$ cat src/rtl/cic_pkg.sv
// cascaded interrupt controller package: request codes, status codes, flag positions
// and the priority helper functions used by the rtl
// no dependencies
package cic_pkg;

	localparam logic [1:0] REQ_READ  = 2'd0;
	localparam logic [1:0] REQ_WRITE = 2'd1;
	localparam logic [1:0] REQ_LINE  = 2'd2;
	localparam logic [1:0] REQ_ACK   = 2'd3;

	localparam logic [1:0] ACC_OK      = 2'd0;
	localparam logic [1:0] ACC_NODEC   = 2'd1;
	localparam logic [1:0] ACC_NONBYTE = 2'd2;

	localparam logic [1:0] LS_MASKED  = 2'd0;
	localparam logic [1:0] LS_PENDING = 2'd1;
	localparam logic [1:0] LS_NEW     = 2'd2;

	localparam int F_ICW4    = 0;
	localparam int F_AEOI    = 1;
	localparam int F_ROTATE  = 2;
	localparam int F_SFNM    = 3;
	localparam int F_POLL    = 4;
	localparam int F_READSEL = 5;

	localparam logic [7:0] MASTER_ELCR_RESET = 8'hf8;
	localparam logic [7:0] SLAVE_ELCR_RESET  = 8'hde;

	localparam logic [15:0] PORT_MASTER = 16'h0020;
	localparam logic [15:0] PORT_SLAVE  = 16'h00a0;
	localparam logic [15:0] PORT_ELCR   = 16'h04d0;

	localparam logic [2:0] CFG_MASTER_ELCR = 3'd0;
	localparam logic [2:0] CFG_SLAVE_ELCR  = 3'd1;

	// per-controller state
	typedef struct packed {
		logic [7:0] irr;
		logic [7:0] last;
		logic [7:0] isr;
		logic [7:0] imr;
		logic [7:0] elcr;
		logic [2:0] prio;
		logic [7:0] base;
		logic [1:0] step;
		logic [5:0] flags;
	} pic_t;

	// rank of the first set bit from the highest-priority offset; 8 if none
	function automatic logic [3:0] rank_of(input logic [7:0] m, input logic [2:0] off);
		logic [3:0] r;
		logic [2:0] idx;
		r = 4'd8;
		for (int p = 7; p >= 0; p--) begin
			idx = 3'(p) + off;
			if (m[idx]) r = 4'(p);
		end
		return r;
	endfunction

	// highest priority line that may interrupt, valid flag in bit 3
	function automatic logic [3:0] wanted(input pic_t s, input logic sfnm_master);
		logic [3:0] p;
		logic [3:0] cur;
		logic [7:0] m;
		p = rank_of(s.irr & ~s.imr, s.prio);
		m = s.isr;
		if (sfnm_master) m[2] = 1'b0;
		cur = rank_of(m, s.prio);
		if (p != 4'd8 && p < cur) return {1'b1, p[2:0] + s.prio};
		return 4'd0;
	endfunction

endpackage

$ cat src/rtl/cascaded_interrupt_controller.sv
// cascaded interrupt controller top level: master and slave 8259-style controllers
// uses cic_pkg
//
// usage:
//   request channel (in_valid / in_stall) carries one bus access, line change
//   or interrupt acknowledge per request; the result channel (out_valid /
//   out_stall) returns exactly one result per request
//   result: registered in the result register, or in the skid register
//   while the result waits; throughput one request per cycle while in_stall
//   is low; all work for a request is the combinational update of the
//   controller state registers, which lands in the same edge as the result or skid load
//   stall: when the result waits, a new request is still accepted into the
//   skid register; in_stall rises only when both result and skid hold data
//   reset: all controller state clears, the elcr write masks return to
//   0xf8 / 0xde, both channels empty
//   configuration: cfg_we with cfg_index 0 or 1 writes a mask; other
//   indexes are ignored
//   the state update is done at acceptance, so results keep request order
module cascaded_interrupt_controller
	import cic_pkg::*;
(
	input  logic        clk,
	input  logic        arst_n,
	input  logic        cfg_we,
	input  logic [2:0]  cfg_index,
	input  logic [7:0]  cfg_data,
	input  logic        in_valid,
	output logic        in_stall,
	input  logic [1:0]  req_type,
	input  logic [15:0] port_addr,
	input  logic        byte_access,
	input  logic [7:0]  write_data,
	input  logic [3:0]  irq_line,
	input  logic        level,
	output logic        out_valid,
	input  logic        out_stall,
	output logic [7:0]  read_data,
	output logic [7:0]  vector,
	output logic [1:0]  access_status,
	output logic [1:0]  line_status,
	output logic        int_out,
	output logic        wakeup_pulse
);

	typedef struct packed {
		logic [7:0] rd;
		logic [7:0] vec;
		logic [1:0] acc;
		logic [1:0] ls;
		logic       io;
		logic       wk;
	} res_t;

	logic [7:0] mmask_q, smask_q;
	pic_t       pic_q [2];
	logic       cpu_q;
	res_t       out_q, skid_q, res_d;
	logic       ov_q, sv_q;
	logic       accept;

	pic_t       p_d [2];
	logic       cpu_d;

	// two-entry output: result register plus skid
	assign in_stall = sv_q;
	assign accept   = in_valid && !sv_q;

	always_ff @(posedge clk or negedge arst_n) begin
		if (!arst_n) begin
			mmask_q <= MASTER_ELCR_RESET;
			smask_q <= SLAVE_ELCR_RESET;
		end else if (cfg_we) begin
			if (cfg_index == CFG_MASTER_ELCR) mmask_q <= cfg_data;
			else if (cfg_index == CFG_SLAVE_ELCR) smask_q <= cfg_data;
		end
	end

	// one-shot update of the whole pair for the accepted request
	always_comb begin
		pic_t s [2];
		logic cpu;
		logic pulse;
		logic [3:0] w;
		logic [3:0] w2;
		logic [3:0] pr;
		logic [7:0] bm;
		logic [2:0] b;
		logic [2:0] cmd;
		logic c;
		logic odd;
		logic decoded;
		logic do_ref;
		logic res;
		s = pic_q;
		cpu = cpu_q;
		pulse = 1'b0;
		res_d = '0;
		do_ref = 1'b0;
		w = '0; w2 = '0; pr = '0; bm = '0; b = '0; cmd = '0; c = 1'b0; res = 1'b0;
		odd = port_addr[0];
		decoded = port_addr == PORT_MASTER || port_addr == (PORT_MASTER | 16'd1) ||
			port_addr == PORT_SLAVE || port_addr == (PORT_SLAVE | 16'd1) ||
			port_addr == PORT_ELCR || port_addr == (PORT_ELCR | 16'd1);
		case (req_type)
			REQ_READ, REQ_WRITE: begin
				if (!decoded) res_d.acc = ACC_NODEC;
				else if (!byte_access) res_d.acc = ACC_NONBYTE;
				else if (port_addr[10]) begin
					c = odd;
					if (req_type == REQ_WRITE)
						s[c].elcr = write_data & (c ? smask_q : mmask_q);
					else res_d.rd = s[c].elcr;
				end else begin
					c = port_addr[7];
					if (req_type == REQ_WRITE) begin
						if (!odd) begin
							if (write_data[4]) begin
								s[c].flags[F_ICW4] = write_data[0];
								s[c].last = '0;
								s[c].irr = s[c].irr & s[c].elcr;
								s[c].imr = '0;
								s[c].prio = '0;
								s[c].flags[F_READSEL] = 1'b0;
								if (!write_data[0]) begin
									s[c].flags[F_SFNM] = 1'b0;
									s[c].flags[F_AEOI] = 1'b0;
								end
								s[c].step = 2'd1;
							end else if (write_data[3]) begin
								if (write_data[2]) s[c].flags[F_POLL] = 1'b1;
								if (write_data[1]) s[c].flags[F_READSEL] = write_data[0];
							end else begin
								cmd = write_data[7:5];
								case (cmd)
									3'd0, 3'd4: s[c].flags[F_ROTATE] = cmd[2];
									3'd1, 3'd5: begin
										pr = rank_of(s[c].isr, s[c].prio);
										if (pr != 4'd8) begin
											b = pr[2:0] + s[c].prio;
											if (cmd[2]) s[c].prio = b + 3'd1;
											s[c].isr[b] = 1'b0;
											do_ref = 1'b1;
										end
									end
									3'd3: begin
										s[c].isr[write_data[2:0]] = 1'b0;
										do_ref = 1'b1;
									end
									3'd6: begin
										s[c].prio = write_data[2:0] + 3'd1;
										do_ref = 1'b1;
									end
									3'd7: begin
										s[c].prio = write_data[2:0] + 3'd1;
										s[c].isr[write_data[2:0]] = 1'b0;
										do_ref = 1'b1;
									end
									default: ;
								endcase
							end
						end else begin
							case (s[c].step)
								2'd0: begin
									s[c].imr = write_data;
									do_ref = 1'b1;
								end
								2'd1: begin
									s[c].base = {write_data[7:3], 3'd0};
									s[c].step = 2'd2;
								end
								2'd2: s[c].step = s[c].flags[F_ICW4] ? 2'd3 : 2'd0;
								default: begin
									s[c].flags[F_SFNM] = write_data[4];
									s[c].flags[F_AEOI] = write_data[1];
									s[c].step = 2'd0;
								end
							endcase
						end
					end else begin
						if (s[c].flags[F_POLL]) begin
							w = wanted(s[c], !c && s[0].flags[F_SFNM]);
							if (w[3]) begin
								if (c) begin
									s[0].isr[2] = 1'b0;
									s[0].irr[2] = 1'b0;
								end
								s[c].irr[w[2:0]] = 1'b0;
								s[c].isr[w[2:0]] = 1'b0;
								do_ref = c || w[2:0] != 3'd2;
								res_d.rd = {5'd0, w[2:0]};
							end else begin
								do_ref = 1'b1;
								res_d.rd = 8'd7;
							end
							s[c].flags[F_POLL] = 1'b0;
						end else if (!odd)
							res_d.rd = s[c].flags[F_READSEL] ? s[c].isr : s[c].irr;
						else res_d.rd = s[c].imr;
					end
				end
			end
			REQ_LINE: begin
				c = irq_line[3];
				b = irq_line[2:0];
				bm = 8'd1 << b;
				res = 1'b1;
				if (|(s[c].elcr & bm)) begin
					if (level) begin
						res = !(|(s[c].irr & bm));
						s[c].irr = s[c].irr | bm;
						s[c].last = s[c].last | bm;
					end else begin
						s[c].irr = s[c].irr & ~bm;
						s[c].last = s[c].last & ~bm;
					end
				end else if (level) begin
					if (!(|(s[c].last & bm))) begin
						res = !(|(s[c].irr & bm));
						s[c].irr = s[c].irr | bm;
					end
					s[c].last = s[c].last | bm;
				end else s[c].last = s[c].last & ~bm;
				if (|(s[c].imr & bm)) res_d.ls = LS_MASKED;
				else res_d.ls = res ? LS_NEW : LS_PENDING;
				do_ref = 1'b1;
			end
			default: begin
				w = wanted(s[0], s[0].flags[F_SFNM]);
				if (w[3]) begin
					b = w[2:0];
					s[0].isr[b] = 1'b1;
					if (!s[0].elcr[b]) s[0].irr[b] = 1'b0;
					if (s[0].flags[F_AEOI]) begin
						if (s[0].flags[F_ROTATE]) s[0].prio = b + 3'd1;
						s[0].isr[b] = 1'b0;
					end
					if (b == 3'd2) begin
						w2 = wanted(s[1], 1'b0);
						if (w2[3]) begin
							s[1].isr[w2[2:0]] = 1'b1;
							if (!s[1].elcr[w2[2:0]]) s[1].irr[w2[2:0]] = 1'b0;
							if (s[1].flags[F_AEOI]) begin
								if (s[1].flags[F_ROTATE]) s[1].prio = w2[2:0] + 3'd1;
								s[1].isr[w2[2:0]] = 1'b0;
							end
							res_d.vec = s[1].base + {5'd0, w2[2:0]};
						end else res_d.vec = s[1].base + 8'd7;
					end else res_d.vec = s[0].base + {5'd0, b};
				end else res_d.vec = s[0].base + 8'd7;
				do_ref = 1'b1;
			end
		endcase
		// cascade the slave onto master input 2 and recompute the cpu line
		if (do_ref) begin
			w2 = wanted(s[1], 1'b0);
			if (w2[3]) begin
				if (s[0].elcr[2]) begin
					s[0].irr[2] = 1'b0;
					s[0].last[2] = 1'b0;
				end else begin
					if (!s[0].last[2]) s[0].irr[2] = 1'b1;
					s[0].last[2] = 1'b0;
				end
			end
			pulse = !cpu;
			w = wanted(s[0], s[0].flags[F_SFNM]);
			cpu = w[3];
		end
		res_d.io = cpu;
		res_d.wk = pulse;
		p_d = s;
		cpu_d = cpu;
	end

	always_ff @(posedge clk or negedge arst_n) begin
		if (!arst_n) begin
			pic_q <= '{default: '0};
			cpu_q <= 1'b0;
		end else if (accept) begin
			pic_q <= p_d;
			cpu_q <= cpu_d;
		end
	end

	// result register with a skid entry behind it
	always_ff @(posedge clk or negedge arst_n) begin
		if (!arst_n) begin
			ov_q <= 1'b0;
			sv_q <= 1'b0;
		end else begin
			if (!ov_q || !out_stall) begin
				ov_q <= sv_q || accept;
				sv_q <= 1'b0;
			end else if (accept) sv_q <= 1'b1;
		end
	end

	always_ff @(posedge clk) begin
		if (!ov_q || !out_stall) out_q <= sv_q ? skid_q : res_d;
		if (accept && ov_q && out_stall) skid_q <= res_d;
	end

	assign out_valid     = ov_q;
	assign read_data     = out_q.rd;
	assign vector        = out_q.vec;
	assign access_status = out_q.acc;
	assign line_status   = out_q.ls;
	assign int_out       = out_q.io;
	assign wakeup_pulse  = out_q.wk;

endmodule

$ cat config.mk
export PLATFORM = sky130hd
export DESIGN_NAME = cascaded_interrupt_controller
export DESIGN_NICKNAME = d
export VERILOG_FILES = /design/src/rtl/cic_pkg.sv /design/src/rtl/cascaded_interrupt_controller.sv
export SDC_FILE = /design/constraint.sdc
export NUM_CORES = 1
export LEC_CHECK = 0
export BUFFER_PORTS_ARGS = -buffer_cell sky130_fd_sc_hd__buf_2
export CORE_ASPECT_RATIO = 1.5
export CORE_MARGIN = 3
export CORE_UTILIZATION = 25
export CTS_BUF_LIST = sky130_fd_sc_hd__clkbuf_2
export CTS_CLUSTER_SIZE = 10
export DETAILED_ROUTE_END_ITERATION = 8
export SKIP_CTS_REPAIR_TIMING = 1
export SYNTH_ARGS = -nofsm -noshare
export SYNTH_HDL_FRONTEND = slang
export SYNTH_SLANG_ARGS = --single-unit
$ cat constraint.sdc
create_clock -name clk -period 32.3 [get_ports clk]
set_input_delay 9.69 -clock clk [delete_from_list [all_inputs] [get_ports clk]]
set_output_delay 9.69 -clock clk [all_outputs]
set_load 0.05 [all_outputs]
== Word-level counts from Yosys, hierarchy flattened ==
Index checks and enable logic that the tools add are counted.

* Shift-type cells: 1
* Add/subtract/negate cells: 49
* Muxes and demuxes: 612
* Divide/modulo/power cells: 0
* $lt $le $gt $ge: 61
* Reductions and logical operators: 49
* Bitwise gates (word level): 35
* Eq/ne operators: 31
* $mul: 0

{| class="wikitable"
|+ Operators by type and width
! cell !! number
|-
| 118-bit two-way mux || 54
|-
| 118-bit bitwise mux || 34
|-
| 59-bit demux with 1-bit select || 19
|-
| 59-bit two-way mux || 12
|-
| 118-bit case mux with 5 select lines || 1
|-
| 4-bit two-way mux || 143
|-
| 51-bit two-way mux || 11
|-
| 118-bit case mux with 3 select lines || 1
|-
| 1-bit binary-select mux with 3-bit select || 90
|-
| 8-bit two-way mux || 27
|-
| 3-bit by 4-bit < comparator with 1-bit output (second input constant) || 45
|-
| 1-bit two-way mux || 168
|-
| 8-bit AND || 18
|-
| 35-bit two-way mux || 4
|-
| 43-bit two-way mux || 3
|-
| 16-bit case mux with 2 select lines || 4
|-
| 27-bit two-way mux || 4
|-
| 8-bit case mux with 2 select lines || 6
|-
| 8-bit inverter || 8
|-
| 3-bit adder (first input constant) || 20
|-
| 8-bit bitwise OR || 5
|-
| 16-bit by 11-bit == test with 1-bit output (second input constant) || 2
|-
| 16-bit by 6-bit == test with 1-bit output (second input constant) || 2
|-
| 16-bit by 8-bit == test with 1-bit output (second input constant) || 2
|-
| 46 further kinds || 155
|}

* ROM bits: 0
* Register bits: 181
* Bits in latches: 0
* Output and inout port bits: 24
* Input port bits: 48
* Word-level logic and storage cells: 876
* Memories kept: 0
* RAM bits: 0

== Longest topological paths before layout ==
* Depth after elaboration: 106
* Depth in mapped cells: 54
* Mapped depth without buffers: 49

== Worst setup path after synthesis ==
OpenSTA, ideal clock, no wires.

* Path type: input to register
* Start point: input port_addr[7]
* End point: register out_q, in the netlist int_out, data pin
* Library setup time: 0.269 ns
* Data required time: 32.031 ns
* Path slack: 12.206 ns
* Arrival: 19.825 ns
* Cell stages on the path: 43
* Path buffers: 2
* Cell sequence: buf_4 mux2i_4 ha_1 clkbuf_1 inv_1 mux4_2 a21oi_1 a211o_1 a222oi_1 nor3_1 ha_1 fa_1 ha_1 xor2_1 xnor2_1 inv_1 nand4_1 a21oi_1 [... 7 more ...] nand2b_1 a211oi_1 ha_1 inv_1 or2_2 o221ai_1 a311oi_1 or4b_4 o311a_1 or3_4 o311a_4 o2111ai_1 nor3_1 ha_1 and3_1 nand3_1 o31ai_1 o31ai_1

* Word-level cells in the longest chain between the ends: 104
* Elaborated cells between the ends (all ways): 447
* Those cells by class: 24 x add/sub; 9 x order compare; 13 x eq/ne; 378 x mux; 8 x bitwise; 15 x reduce/logical

{| class="wikitable"
|+ RTL lines
! item !! line !! RTL
|-
| from (decl) || cascaded_interrupt_controller.sv:30 || <nowiki>input logic [15:0] port_addr,</nowiki>
|-
| 1-bit inverter with 2-bit output || n/a ||
|-
| 59-bit two-way mux (3 in a row) || n/a ||
|-
| 1-bit two-way mux || cic_pkg.sv:68 || <nowiki>if (sfnm_master) m[2] = 1'b0;</nowiki>
|-
| 1-bit two-way mux || cascaded_interrupt_controller.sv:180 || <nowiki>if (s[c].flags[F_POLL]) begin</nowiki>
|-
| 1-bit two-way mux || cascaded_interrupt_controller.sv:115 || <nowiki>if (req_type == REQ_WRITE) begin</nowiki>
|-
| 1-bit two-way mux || cascaded_interrupt_controller.sv:108 || <nowiki>else if (port_addr[10]) begin</nowiki>
|-
| 1-bit two-way mux || cascaded_interrupt_controller.sv:107 || <nowiki>else if (!byte_access) res_d.acc = ACC_NONBYTE;</nowiki>
|-
| 1-bit two-way mux || cascaded_interrupt_controller.sv:106 || <nowiki>if (!decoded) res_d.acc = ACC_NODEC;</nowiki>
|-
| [... 86 more ...] || n/a ||
|-
| 4-bit two-way mux || cascaded_interrupt_controller.sv:254 || <nowiki>if (do_ref) begin</nowiki>
|-
| 4-bit < comparator or 4-bit != test (tied branches) || cic_pkg.sv:70 || <nowiki>if (p != 4'd8 && p < cur) return {1'b1, p[2:0] + s.prio};</nowiki>
|-
| 1-bit logical AND || cic_pkg.sv:70 ||
|-
| 1-bit two-way mux || cic_pkg.sv:70 ||
|-
| 1-bit two-way mux || cascaded_interrupt_controller.sv:254 ||
|-
| 4-bit two-way mux || cic_pkg.sv:71 || <nowiki>return 4'd0;</nowiki>
|-
| 1-bit two-way mux (*) || cascaded_interrupt_controller.sv:254 ||
|-
| 22-bit two-way mux (*) || cascaded_interrupt_controller.sv:299 || <nowiki>if (!ov_q || !out_stall) out_q <= sv_q ? skid_q : res_d;</nowiki>
|-
| to (signal assigned) || cascaded_interrupt_controller.sv:299 ||
|-
| to (decl) || cascaded_interrupt_controller.sv:57 || <nowiki>res_t out_q, skid_q, res_d;</nowiki>
|}

Mark *: on every way between the ends. The rest lies on a longest branch, timed or not. The select of a mux whose other input is x is not followed.
A chain may end at the register's enable or synchronous reset.

== Worst setup path in the final report ==
Same ends and word-level chain as after synthesis.

==> metrics <==
Net Switching=1.207 mW; Die Span X=245.8 µm; reg2reg setup slack=between 15000 and 20000 ps; total clock buffers created by CTS=17; CP peak stage delay=700 ps; DR iter-0 viols=2667; Flop pwr share=15.9%; internal power=803.2 µW; FP Rows=131; Crit Reg-Reg Startpoint=pic_q[76]; die area=89900 µm²; vias after detailed routing=23100; clock network latency to the later pin of the worst-skew pair=980 ps; min-delay src=smask_q[5]; boundary pin count=72; Worst-Margin Slew=roughly 1500 ps; Core Footprint=85230 µm²; Max-slew headroom=-0.2364%; syn avg cell area=7.932 µm²; clock buffer depth=2; CP Max Fanout=46; EDFF count, synth=44; Reg2Reg Depth=48; first-pass GRT wire length=144.9 mm; Placer Congestion=about 1.0; reg-to-reg endpoint=int_out; Initial Util=25.30%; CTS root buf=clkbuf_2; Max-cap violations=0; GRT Util Overall=21.38%; GRT overflow=0; Final Hold Fails=0; sequential area share after synthesis=21.97%; layout cells sized above 1=15.07%; dpl ws=9967 ps; worst hold path type=register to register; synth warn=0; CP Data Arrival Time=around 22000 ps; worst hold path depth=1; CP Launch Type=input port; residual DRC count=0; Num Clock Sinks=180; Clock Power Share=7.0%; period utilization=66.54%; Layout area overhead=7.699%; WHS Endpoint=smask_q[5]; final worst slack=10810 ps; CP dominant cell by count=ha_1; clk slew on worst S/H paths=250 ps; Cell Pwr Density=86.55 nW/µm²; drt wl/cell=around 26 µm; critical path class=input port to register; critical path's slowest cell=xnor2_1; Routed WL=99.81 mm; unrepaired setup endpoints after global routing=no; vias in the first global route=22060; crit path time final=about 21000 ps; maximum VDD drop=around 0.079 mV; Logic pwr share=77.1%; Syn Inst Count=between 2000 and 3000; fin util=27.25%; Overall Power=2.010 mW; ys flop type=dfrtp_1; TritonCTS clock tree=built; die extent in y=365.7 µm; worst path required time=around 33000 ps; vias per cell=6.051; H-tree depth=4; failing checks=slew limit; Leak Pwr=around 9 nW; final worst clock skew=~100 ps; antenna violations before repair=7; Synth async-reset ratio=between 70 and 80%; largest net degree at the start of global routing=70; Total Neg Setup Slack=0 ps; ANT nets after route=0; port bufs=71; Mapped Area=21570 µm²; DR pass1 iterations=7; max-slew violation count=4; Worst setup EP type=register; placed wire-length estimate=76.05 mm; Highest Clock Rate=roughly 0.047 GHz; Sw Ratio=60.04%; #FFs+latches synth=180; outcome=complete, but fails checks; # setup viols final=0; Syn Nets=2818; Yosys cell types=119; Layout Nets=2773
==> routing by layer <==
metal  track usage [%]  share of wire [%]
met3             2.811                7.3
met1             23.89                 36
met2             35.14                 46
met4             19.33                 11
met5                 0              0.013
==> layout by cell type, fill, tap and decap left out, types with 30 or more instances in the layout <==
master and n:
nor3_1 80, buf_4 70, a31oi_1 53, mux2i_1 124, nand2_1 321, o21ai_0 203, nor2b_1 50, ha_1 44
nor2_1 242, nand2b_1 50, edfxtp_1 44, o31ai_1 30, o211ai_1 42, nand3_1 75, a21oi_1 150, a211oi_1 33
dfrtp_1 124, mux4_2 56, buf_2 69, a22oi_1 33, inv_1 69, mux2_2 68
==> registers in the layout, summed over array words and instances (netlist names) <==
register	count
vector	8
int_out	1
smask_q	8
in_stall	1
read_data	8
mmask_q	8
line_status	2
pic_q	117
out_valid	1
wakeup_pulse	1
skid_q	22
access_status	2
cpu_q	1
==> cells in the mapped netlist, types with 30 or more instances <==
cell / count / share of area [%]
a211oi_1: 33 / 1.1
a21oi_1: 150 / 3.5
a22oi_1: 33 / 1.1
a31oi_1: 53 / 1.5
clkbuf_1: 142 / 2.5
dfrtp_1: 125 / 15
edfxtp_1: 44 / 6.1
ha_1: 45 / 2.6
inv_1: 69 / 1.2
mux2_2: 68 / 3.6
mux2i_1: 125 / 5.8
mux4_2: 56 / 5.8
nand2_1: 321 / 5.6
nand2b_1: 51 / 1.5
nand3_1: 75 / 1.7
nor2_1: 243 / 4.2
nor2b_1: 51 / 1.5
nor3_1: 80 / 1.9
o211ai_1: 42 / 1.5
o21ai_0: 203 / 4.7
o31ai_1: 30 / 1.0
==> worst max-delay path, delay by kind of cell <==
family	cells	cell delay, ps
mux	2	1060
compound gates	13	3810
simple gates	11	2360
fa+ha+maj	6	2190
xor+xnor	4	1710
buf+inv	5	1310
==> area by class of cell <==
type,instances,area (µm²)
Clock inverter,14,190.2
Clock buffer,18,90.09
Antenna cell,1,2.502
Tap cell,1130,1414
Timing Repair Buffer,140,882.1
Inverter,79,309.0
Sequential cell,180,4740
Fill cell,9363,62000
Multi-Input combinational cell,2256,15600
==> through the flow <==
stage                     hold slack (ps)  cell area [µm²]  cells
after floorplan                     460.3            21570   2719
after global routing                575.1            23230   3818
after global placement              491.2            22940   3785
final                               546.6            23230   3818
after CTS                           545.2            23220   3817
after detailed placement            488.7            22940   3785
==> worst max path at each step <==
stage | start | to | slack [ps] | depth (start not counted)
2_1_floorplan | port_addr[7] | int_out | 12210 | 43
3_3_place_gp | port_addr[7] | int_out | 10140 | 41
3_5_place_dp | port_addr[7] | int_out | 9970 | 41
4_1_cts | port_addr[7] | int_out | 10950 | 41
5_1_grt | port_addr[7] | int_out | 9930 | 42
6_report | port_addr[7] | int_out | 10810 | 41
==> power groups by stage <==
stage               Sequential [mW]  Combinational, mW  Clock, mW
CTS                           0.316               1.50      0.144
global placement              0.320               1.49          0
floorplan                     0.312              0.982          0
finish                        0.319               1.55      0.141
detailed placement            0.320               1.49          0
global route                  0.320               1.64      0.152
==> cells by family after synthesis <==
group	Yosys count	synth area share, %
AO/OA/AOI/OAI	838	26.54
XOR/XNOR	49	2.094
adder cells (fa/ha/maj)	51	3.168
buffers and inverters	283	5.912
flip-flops	180	21.97
multiplexers	252	15.48
AND/OR/NAND/NOR	1066	24.84
Note: power is estimated with default switching activity, not from simulation.
